$ cat src/rtl/core/pvl_pkg.sv
// shared constants, codes and types for the pin verifier with lockout
package pvl_pkg;

    localparam int MAX_PIN_DIGITS = 8;
    localparam int CNT_W          = $clog2(MAX_PIN_DIGITS + 1);
    localparam int IDX_W          = $clog2(MAX_PIN_DIGITS);
    localparam int CMP_W          = (CNT_W > 4) ? CNT_W : 4;

    localparam logic [31:0] FNV_BASIS  = 32'h811C_9DC5;
    localparam logic [31:0] FNV_PRIME  = 32'h0100_0193;
    localparam logic [7:0]  ASCII_ZERO = 8'h30;

    localparam logic [31:0] RST_STORED_HASH   = 32'h6222_E842;
    localparam logic [3:0]  RST_MAX_ATTEMPTS  = 4'd3;
    localparam logic [15:0] RST_LOCKOUT_TICKS = 16'd30;
    localparam logic [3:0]  RST_MIN_LEN       = 4'd4;

    localparam logic [3:0]  MAX_DIGIT_VAL = 4'd9;
    localparam logic [3:0]  FAIL_TOP      = 4'd15;

    typedef enum logic [1:0] {
        CMD_DIGIT = 2'd0,
        CMD_BKSP  = 2'd1,
        CMD_ENTER = 2'd2,
        CMD_TICK  = 2'd3
    } t_cmd;

    typedef enum logic [3:0] {
        ST_TAKEN    = 4'd0,
        ST_DELETED  = 4'd1,
        ST_IGNORED  = 4'd2,
        ST_SHORT    = 4'd3,
        ST_GRANTED  = 4'd4,
        ST_WRONG    = 4'd5,
        ST_LOCKNOW  = 4'd6,
        ST_COUNTING = 4'd7,
        ST_UNLOCKED = 4'd8
    } t_status;

    typedef enum logic [1:0] {
        CFG_STORED_HASH   = 2'd0,
        CFG_MAX_ATTEMPTS  = 2'd1,
        CFG_LOCKOUT_TICKS = 2'd2,
        CFG_MIN_LEN       = 2'd3
    } t_cfg_idx;

    typedef struct packed {
        logic load;
        logic step;
    } t_fnv_ctl;

endpackage

$ cat src/rtl/core/pvl_fnv_unit.sv
// shared fnv-1a round unit: one xor and multiply per cycle on the running hash
module pvl_fnv_unit (
    input  logic               i_clk,
    input  pvl_pkg::t_fnv_ctl  i_ctl,
    input  logic [3:0]         i_digit,
    output logic [31:0]        o_hash
);

    logic [31:0] r_hash;
    logic [31:0] n_hash;
    logic [31:0] mix;

    assign mix = r_hash ^ (32'(pvl_pkg::ASCII_ZERO) + 32'(i_digit));

    always_comb begin
        n_hash = r_hash;
        if (i_ctl.load) begin
            n_hash = pvl_pkg::FNV_BASIS;
        end else if (i_ctl.step) begin
            n_hash = mix * pvl_pkg::FNV_PRIME;
        end
    end

    always_ff @(posedge i_clk) begin
        r_hash <= n_hash;
    end

    assign o_hash = r_hash;

endmodule

$ cat src/rtl/core/pin_verifier_with_lockout_unit.sv
// top level: keypad sequencer, digit store, lockout state and result register
// Each keypad request or tick is answered from an output register. Digit,
// backspace, tick, empty, short and locked requests go from idle straight to the
// update state; an enter that is checked first passes the hash state, where the
// single fnv round unit hashes one digit a cycle for n entered digits (at most eight).
// The input stall is high from acceptance until the result is in the output
// register, which may still hold one untaken result while the next request enters.
// Configuration writes are always ready and take effect at once.
module pin_verifier_with_lockout_unit (
    input  logic        i_clk,
    input  logic        i_rst_n,
    input  logic        i_in_valid,
    output logic        o_in_stall,
    input  logic [1:0]  i_cmd,
    input  logic [3:0]  i_digit,
    output logic        o_out_valid,
    input  logic        i_out_stall,
    output logic [3:0]  o_status,
    output logic [3:0]  o_entry_length,
    output logic [3:0]  o_failed_attempts,
    output logic        o_locked,
    output logic [15:0] o_seconds_left,
    input  logic        i_cfg_valid,
    output logic        o_cfg_ready,
    input  logic [1:0]  i_cfg_index,
    input  logic [31:0] i_cfg_data
);

    typedef enum logic [2:0] {
        S_IDLE   = 3'b001,
        S_HASH   = 3'b010,
        S_UPDATE = 3'b100
    } t_state;

    t_state r_state, n_state;

    // configuration
    logic [31:0] r_stored_hash;
    logic [3:0]  r_max_attempts;
    logic [15:0] r_lockout_ticks;
    logic [3:0]  r_min_len;

    // keypad state
    logic [3:0]                r_digits [pvl_pkg::MAX_PIN_DIGITS];
    logic [pvl_pkg::CNT_W-1:0] r_count, n_count;
    logic [3:0]                r_fail, n_fail;
    logic                      r_lock, n_lock;
    logic [15:0]               r_cd, n_cd;

    // request in work
    pvl_pkg::t_cmd             r_cmd;
    logic [3:0]                r_dig;
    logic [pvl_pkg::IDX_W-1:0] r_idx;
    logic [pvl_pkg::CNT_W-1:0] r_left;

    // result register
    logic        r_out_valid;
    logic [3:0]  r_status;
    logic [3:0]  r_entry_length;
    logic [3:0]  r_failed;
    logic        r_locked;
    logic [15:0] r_secs;

    pvl_pkg::t_status  n_status;
    pvl_pkg::t_fnv_ctl fnv_ctl;
    logic [31:0]       hash;
    logic              in_accept;
    logic              out_free;
    logic              commit;
    logic              wr_digit;
    logic              too_short;
    logic              need_hash;
    logic [3:0]        fail_inc;

    assign o_cfg_ready = 1'b1;
    assign o_in_stall  = (r_state != S_IDLE);
    assign in_accept   = i_in_valid && (r_state == S_IDLE);
    assign out_free    = !r_out_valid || !i_out_stall;
    assign commit      = (r_state == S_UPDATE) && out_free;

    assign too_short = pvl_pkg::CMP_W'(r_count) < pvl_pkg::CMP_W'(r_min_len);
    assign need_hash = (pvl_pkg::t_cmd'(i_cmd) == pvl_pkg::CMD_ENTER) && !r_lock
                       && !too_short && (r_count != '0);
    assign fail_inc  = (r_fail != pvl_pkg::FAIL_TOP) ? (r_fail + 4'd1) : r_fail;

    assign fnv_ctl.load = in_accept;
    assign fnv_ctl.step = (r_state == S_HASH);

    pvl_fnv_unit u_fnv (
        .i_clk   (i_clk),
        .i_ctl   (fnv_ctl),
        .i_digit (r_digits[r_idx]),
        .o_hash  (hash)
    );

    // sequencer
    always_comb begin
        n_state = r_state;
        case (r_state)
            S_IDLE: begin
                if (in_accept) begin
                    n_state = need_hash ? S_HASH : S_UPDATE;
                end
            end
            S_HASH: begin
                if (r_left == pvl_pkg::CNT_W'(1)) begin
                    n_state = S_UPDATE;
                end
            end
            S_UPDATE: begin
                if (out_free) begin
                    n_state = S_IDLE;
                end
            end
            default: n_state = S_IDLE;
        endcase
    end

    // request decode, applied when the result is loaded
    always_comb begin
        n_count  = r_count;
        n_fail   = r_fail;
        n_lock   = r_lock;
        n_cd     = r_cd;
        n_status = pvl_pkg::ST_IGNORED;
        wr_digit = 1'b0;
        case (r_cmd)
            pvl_pkg::CMD_TICK: begin
                if (r_lock) begin
                    if (r_cd <= 16'd1) begin
                        n_lock   = 1'b0;
                        n_cd     = '0;
                        n_fail   = '0;
                        n_status = pvl_pkg::ST_UNLOCKED;
                    end else begin
                        n_cd     = r_cd - 16'd1;
                        n_status = pvl_pkg::ST_COUNTING;
                    end
                end
            end
            pvl_pkg::CMD_DIGIT: begin
                if (!r_lock && (r_dig <= pvl_pkg::MAX_DIGIT_VAL)
                    && (r_count < pvl_pkg::CNT_W'(pvl_pkg::MAX_PIN_DIGITS))) begin
                    wr_digit = 1'b1;
                    n_count  = r_count + pvl_pkg::CNT_W'(1);
                    n_status = pvl_pkg::ST_TAKEN;
                end
            end
            pvl_pkg::CMD_BKSP: begin
                if (!r_lock && (r_count != '0)) begin
                    n_count  = r_count - pvl_pkg::CNT_W'(1);
                    n_status = pvl_pkg::ST_DELETED;
                end
            end
            pvl_pkg::CMD_ENTER: begin
                if (!r_lock) begin
                    if (too_short) begin
                        n_status = pvl_pkg::ST_SHORT;
                    end else begin
                        n_count = '0;
                        if (hash == r_stored_hash) begin
                            n_fail   = '0;
                            n_status = pvl_pkg::ST_GRANTED;
                        end else begin
                            n_fail = fail_inc;
                            if (fail_inc >= r_max_attempts) begin
                                n_lock   = 1'b1;
                                n_cd     = r_lockout_ticks;
                                n_status = pvl_pkg::ST_LOCKNOW;
                            end else begin
                                n_status = pvl_pkg::ST_WRONG;
                            end
                        end
                    end
                end
            end
            default: n_status = pvl_pkg::ST_IGNORED;
        endcase
    end

    // control state and configuration
    always_ff @(posedge i_clk) begin
        if (!i_rst_n) begin
            r_state         <= S_IDLE;
            r_count         <= '0;
            r_fail          <= '0;
            r_lock          <= 1'b0;
            r_cd            <= '0;
            r_out_valid     <= 1'b0;
            r_stored_hash   <= pvl_pkg::RST_STORED_HASH;
            r_max_attempts  <= pvl_pkg::RST_MAX_ATTEMPTS;
            r_lockout_ticks <= pvl_pkg::RST_LOCKOUT_TICKS;
            r_min_len       <= pvl_pkg::RST_MIN_LEN;
        end else begin
            r_state <= n_state;
            if (commit) begin
                r_count     <= n_count;
                r_fail      <= n_fail;
                r_lock      <= n_lock;
                r_cd        <= n_cd;
                r_out_valid <= 1'b1;
            end else if (!i_out_stall) begin
                r_out_valid <= 1'b0;
            end
            if (i_cfg_valid) begin
                case (pvl_pkg::t_cfg_idx'(i_cfg_index))
                    pvl_pkg::CFG_STORED_HASH:   r_stored_hash   <= i_cfg_data;
                    pvl_pkg::CFG_MAX_ATTEMPTS:  r_max_attempts  <= i_cfg_data[3:0];
                    pvl_pkg::CFG_LOCKOUT_TICKS: r_lockout_ticks <= i_cfg_data[15:0];
                    pvl_pkg::CFG_MIN_LEN:       r_min_len       <= i_cfg_data[3:0];
                    default: r_min_len <= r_min_len;
                endcase
            end
        end
    end

    // payload: request, round counters, digit store, result fields
    always_ff @(posedge i_clk) begin
        if (in_accept) begin
            r_cmd  <= pvl_pkg::t_cmd'(i_cmd);
            r_dig  <= i_digit;
            r_idx  <= '0;
            r_left <= r_count;
        end else if (r_state == S_HASH) begin
            r_idx  <= r_idx + pvl_pkg::IDX_W'(1);
            r_left <= r_left - pvl_pkg::CNT_W'(1);
        end
        if (commit && wr_digit) begin
            r_digits[r_count[pvl_pkg::IDX_W-1:0]] <= r_dig;
        end
        if (commit) begin
            r_status       <= n_status;
            r_entry_length <= 4'(n_count);
            r_failed       <= n_fail;
            r_locked       <= n_lock;
            r_secs         <= n_lock ? n_cd : 16'd0;
        end
    end

    assign o_out_valid       = r_out_valid;
    assign o_status          = r_status;
    assign o_entry_length    = r_entry_length;
    assign o_failed_attempts = r_failed;
    assign o_locked          = r_locked;
    assign o_seconds_left    = r_secs;

endmodule

$ cat config.mk
export PLATFORM = sky130hd
export DESIGN_NAME = pin_verifier_with_lockout_unit
export DESIGN_NICKNAME = d
export VERILOG_FILES = /design/src/rtl/core/pvl_pkg.sv /design/src/rtl/core/pvl_fnv_unit.sv /design/src/rtl/core/pin_verifier_with_lockout_unit.sv
export SDC_FILE = /design/constraint.sdc
export NUM_CORES = 1
export LEC_CHECK = 0
export CORE_MARGIN = 8
export CORE_UTILIZATION = 50
export CTS_CLUSTER_SIZE = 30
export DETAILED_ROUTE_END_ITERATION = 16
export DONT_BUFFER_PORTS = 1
export PLACE_DENSITY = 0.77
export SLEW_MARGIN = 20
export SYNTH_ARGS = -nofsm -noshare
export SYNTH_HDL_FRONTEND = slang
export SYNTH_HIERARCHICAL = 1
export SYNTH_SLANG_ARGS = --single-unit
$ cat constraint.sdc
create_clock -name i_clk -period 12.15 [get_ports i_clk]
set_input_delay 3.0375 -clock i_clk [delete_from_list [all_inputs] [get_ports i_clk]]
set_output_delay 3.0375 -clock i_clk [all_outputs]
set_load 0.005 [all_outputs]
Yosys cells after proc, flatten, opt, wreduce, memory -nomap -nowiden

Memory sizes are Yosys's and may differ from the RTL's. A register that Yosys moved wholly into a read port is not among the register bits.
Cells that the tools add are included.
W data, S select, Z words.

$add $sub $neg: 7
$mul: 1
$lt $le $gt $ge: 5
Equal/unequal tests: 18
Muxes and demuxes: 50
Bitwise logic cells: 1
Reductions and logical operators: 23

Operators by type and width:

| operator                 | number |
|---|---|
| $mux W16                 | 6 |
| $mux W4                  | 14 |
| $eq A32 B32 Y1           | 1 |
| $mul A32 B25 Y32 const B | 1 |
| $pmux W16 S2             | 1 |
| $xor A32 B32 Y32         | 1 |
| $mux W3                  | 8 |
| $le A16 B1 Y1 const B    | 1 |
| $pmux W4 S4              | 1 |
| $sub A16 B1 Y16 const B  | 1 |
| $mux W1                  | 12 |
| $pmux W4 S3              | 1 |
| $eq A2 B2 Y1 const B     | 5 |
| $logic_and A1 B1 Y1      | 9 |
| $pmux W3 S3              | 1 |
| $add A4 B1 Y4 const B    | 2 |
| $mux W2                  | 4 |
| $pmux W4 S2              | 1 |
| $reduce_and A2 Y1        | 4 |
| $sub A4 B1 Y4 const B    | 2 |
| $add A6 B4 Y7 const A    | 1 |
| $eq A2 B1 Y1 const B     | 2 |
| $eq A4 B1 Y1 const B     | 1 |
| $ge A4 B4 Y1             | 1 |
| other kinds (18)         | 24 |

Register bits: 159
Bits in writable memories: 32
Bits of input ports: 45
Output and inout bits: 32
Word-level logic and storage cells: 126
Memories: 1

Memory list:

| memory   | depth | bits a word | rd ports | clocked after Yosys merged registers in | wr ports | line                                 | text |
|---|---|---|---|---|---|---|---|
| r_digits | 8     | 4           | 1        | 1                                       | 1        | pin_verifier_with_lockout_unit.sv:44 | `logic [3:0] r_digits [pvl_pkg::MAX_PIN_DIGITS];` |

Depth between registers and ports, before layout

Depth in word-level cells: 8
Mapped depth: 23

Hierarchy

The synthesis kept the hierarchy.

Modules (own cells, without submodules):

| module                         | instances | cells an instance | area each (um^2) | seq. area each (um^2) |
|---|---|---|---|---|
| pin_verifier_with_lockout_unit | 1         | 815               | 7756.2           | 3953.8 |
| pvl_fnv_unit                   | 1         | 740               | 6941.7           | 640.6 |

Worst setup path before layout

Ideal clock, no wire load.

Kind: register to register
From: reg (tool-made name)
To: reg u_fnv.r_hash[29] (netlist: u_fnv/o_hash[29])
Setup time: 91 ps
Data arrival time: 6423 ps
Slack: 5636 ps
Cell stages (with the launch flop): 24
Clock period less this slack: 6514 ps
Path through: dfxtp_1 -> clkbuf_1 -> mux4_2 -> mux2_2 -> xnor2_1 -> inv_1 -> ha_1 -> ha_1 -> fa_1 -> ha_1 -> fa_1 -> ha_1 -> inv_1 -> fa_1 -> inv_1 -> ha_1 -> a21o_1 -> a21o_1 -> a21o_1 -> a221o_1 -> a41o_2 -> a31oi_1 -> o21ai_1 -> a311oi_1

RTL lines:

| item                 | line               | text |
|---|---|---|
| to (signal assigned) | pvl_fnv_unit.sv:25 | `r_hash <= n_hash;` |
| to (decl)            | pvl_fnv_unit.sv:9  | `logic [31:0] r_hash;` |

==> key figures <==
Synth
  • Post-synth EDFFs: just over 70
  • Mean area per synthesized cell: about 9.5 um2
  • Synthesized flop and latch total: ~190
  • Synth Warn #: 6
  • Ys flop type: dfxtp_1
  • Syn_nets: 1873
  • Mapped Area: ~15000 um2
  • Asr flop ratio synth: 0%
  • Sequential area share after synthesis: a little under a third
  • Syn Inst Count: about 1600
  • Yosys cell types: 84

STA
  • Final hold vios: 0
  • Slew HR: a little under a quarter
  • Min Tclk post-route: between 6 and 7 ns
  • RSZ-0062 raised after global routing: no
  • Worst-margin pin slew: about 1.1 ns
  • Tcrit/Tclk final: 56.69%
  • # setup viols final: 0
  • Final Max Slew Viols: 0
  • TNS Setup: 0 ns
  • Layout Skew: between 0.009 and 0.01 ns
  • Fmax: about 150 MHz

Route
  • Routed Antenna Nets: 0
  • DRC violations left: 0
  • DR vias/cell: between 5 and 6
  • Total vias in the final route: approximately 11000
  • Final wirelength: roughly 37 mm
  • Initial DRT Pass Iterations: 5
  • Average routed wire per standard cell: a little under 20 um
  • 1st-iter DRT viols: 1088

Layout
  • Final-layout fill cell count: 2553
  • FF/Latch Area: between 4000 and 5000 um2
  • Multi-input logic area: ~9000 um2
  • Final #Nets: 1816
  • Final Non-Filler Cells: around 1900
  • Number of diodes: 0
  • Ratio of cells with drive above 1 in the final layout: under 10%
  • Layout area overhead: 4.537%

GRT
  • Largest net degree at the start of global routing: between 50 and 60
  • First-pass GRT wire length: 57.88 mm
  • Vias in the first global route: 11200
  • GRT Total Usage: 20.46%
  • Initial antenna violation count: 1
  • Grt total ovfl: 0

Hold path
  • Hold/Removal Path Class: flip-flop to flip-flop
  • Worst Hold End: r_lockout_ticks[5]$_SDFFE_PN0P_
  • Hold Crit Start: r_lockout_ticks[5]$_SDFFE_PN0P_
  • WHS Path Cells: 2

Die
  • Die height: roughly 190 um
  • Io pins: 77
  • Row Count: 62
  • Chip width: roughly 190 um
  • Die area: roughly 35000 um2
  • Area of the core: between 20000 and 30000 um2
  • Starting Density: roughly half

Worst setup path
  • Critical path fanouts, max: 8
  • CP startpoint kind: flip-flop
  • Critical Path AT: approximately 7.2 ns
  • CP Class: flip-flop to flip-flop
  • CP Capture Type: flip-flop
  • R2R depth: 21
  • RR Endpoint: u_fnv/o_hash[30]$_SDFFE_PP0P_
  • Worst EP required: around 12 ns
  • FF-to-FF setup slack: 5.26 ns

CTS
  • Clock transition at path regs: ~0.070 ns
  • Clock tree root driver cell: clkbuf_16
  • Htree depth: 4
  • Postcts setup bufs: 0
  • CTS Hold Bufs: 0
  • Total CTS buffers: 17
  • CTS Buffer Depth: 2
  • CTS tree: built
  • Cts repair resizes: 0
  • Clock Sinks: approximately 190
  • Clock Latency Late Sink: between 0.4 and 0.5 ns

Power
  • Cell area power density: about 89 nW/um2
  • LEAKAGE: about 6.6 nW
  • Max IR drop VDD: 0.09719 mV

Place
  • Placed cells: between 1500 and 2000
  • Detail Placement HPWL: between 20 and 30 mm
  • Count of input and output buffers: 0
  • Final RePlAce weighted congestion: 0.9527

Flow run
  • Number of max-cap violations: 0

Run status
  • Status: finished clean
layer usage:
layer	part of all wire [%]	GRT usage, %
met1	42	25.46
met2	46	33.40
met5	0.025	0
met4	2.5	7.273
met3	9.2	5.910
registers in the layout, indices dropped and copies added (netlist names), 16 cells and up, named ones only:
register / flops
r_cd: 16
o_seconds_left: 16
r_lockout_ticks: 16
r_stored_hash: 32
u_fnv/o_hash: 32
r_digits: 32
how the worst max path moves through the flow:
stage	start	end	slack, ns	depth (start not counted)
6_report	flip-flop	u_fnv/o_hash[30]$_SDFFE_PP0P_	5.26	21
5_1_grt	flip-flop	u_fnv/o_hash[28]$_SDFFE_PP0P_	4.86	21
4_1_cts	flip-flop	u_fnv/o_hash[30]$_SDFFE_PP0P_	5.25	21
3_5_place_dp	flip-flop	u_fnv/o_hash[30]$_SDFFE_PP0P_	5.29	21
3_3_place_gp	flip-flop	u_fnv/o_hash[30]$_SDFFE_PP0P_	5.44	22
2_1_floorplan	flip-flop	u_fnv/o_hash[29]$_SDFFE_PP0P_	5.64	23
critical path, stage by stage (launching register included):
cell	delay, ns
dfxtp_1	0.62
mux4_2	0.58
mux2_2	0.31
xor2_1	0.37
ha_1	0.31
ha_1	0.23
fa_1	0.47
ha_1	0.22
fa_1	0.48
ha_1	0.29
inv_1	0.05
fa_1	0.53
inv_1	0.04
ha_1	0.37
a21o_1	0.20
a31oi_1	0.22
o21ai_1	0.12
or4b_4	0.52
a221oi_2	0.40
a31oi_1	0.16
mux2i_1	0.16
o21ai_1	0.07
layout make-up:
cell class	count	share of cell area, %
inverters	196	4.788
flip-flops and latches	194	29.90
well taps	384	3.127
multi-input cells	1081	58.07
repair buffers	8	0.3909
clock buffers	22	3.094
clock inverters	10	0.6270
per-stage QoR:
stage	cell area [um2]	utilization (%)	hold slack, ns	setup WS [ns]	total power [mW]
5_1_grt	15360	53.24	0.4787	4.863	1.413
4_1_cts	15360	53.23	0.4609	5.245	1.372
3_5_place_dp	14790	51.24	0.4513	5.286	0.8244
6_report	15360	53.24	0.4631	5.262	1.366
2_1_floorplan	14700	-	0.4363	5.636	0.7981
3_3_place_gp	14790	51.24	0.4460	5.438	0.8203
logic make-up after synthesis:
kind of cell / Yosys count / share of synthesized area (%)
adders and majority gates: 273 / 27.02
AOI/OAI and AO/OA: 271 / 12.25
other: 1 / 0.02551
buffers and inverters: 280 / 8.138
muxes: 35 / 3.133
xor gates and xnor gates: 87 / 5.184
and+or+nand+nor: 414 / 12.99
DFF: 194 / 31.26
report_power, final:
part | switching [mW] | internal [mW]
clock network | 0.250 | 0.302
registers | 0.0161 | 0.690
logic | 0.0707 | 0.0368
cell usage in the layout (no fill, tap or decap), types with 9 or more instances in the layout:
| cell type | n |
|---|---|
| a21o_1 | 16 |
| a21oi_1 | 88 |
| a22oi_1 | 10 |
| a31oi_1 | 22 |
| clkbuf_16 | 18 |
| dfxtp_1 | 123 |
| edfxtp_1 | 71 |
| fa_1 | 74 |
| ha_1 | 199 |
| inv_1 | 194 |
| mux2i_1 | 19 |
| nand2_1 | 167 |
| nand3_1 | 39 |
| nor2_1 | 93 |
| nor3_1 | 30 |
| nor4_1 | 9 |
| o21a_1 | 10 |
| o21ai_0 | 41 |
| or2_2 | 10 |
| xnor2_1 | 63 |
| xor2_1 | 24 |
Yosys cell counts, types with 4 or more instances:
cell type  number  area, um2
o21ai_1         6      30.03
a311oi_1        4      35.03
a22oi_1        10      75.07
nor2_1         93      349.1
mux4_2          8      180.2
nor4_1          9      56.30
nand4_1         8      50.05
and2_1          4      25.02
mux2i_1        19      190.2
nor2b_1         7      43.79
clkbuf_1       47      176.4
buf_4          28      210.2
a211o_1         8      70.07
inv_1         194      728.2
nand2b_1        6      37.54
a211oi_1        6      45.04
nand2_1       167      626.9
xor2_1         24      210.2
o21bai_1        5      37.54
o21a_1         10      75.07
nand3_1        39      195.2
o22ai_1         7      43.79
o21ai_0        41      205.2
dfxtp_1       123       2462
mux2_2          8      90.09
o31ai_1         5      37.54
nor3_1         31      155.2
fa_1           74       1481
edfxtp_1       71       2132
a21o_1         16      120.1
or4_1           5      37.54
a31oi_1        22      137.6
or3_1           7      43.79
ha_1          199       2490
and3_1          8      50.05
a21oi_1        88      440.4
buf_2           4      20.02
xnor2_1        63      551.8
or2_2          10      62.56
Power figures use the tool's default switching activity.
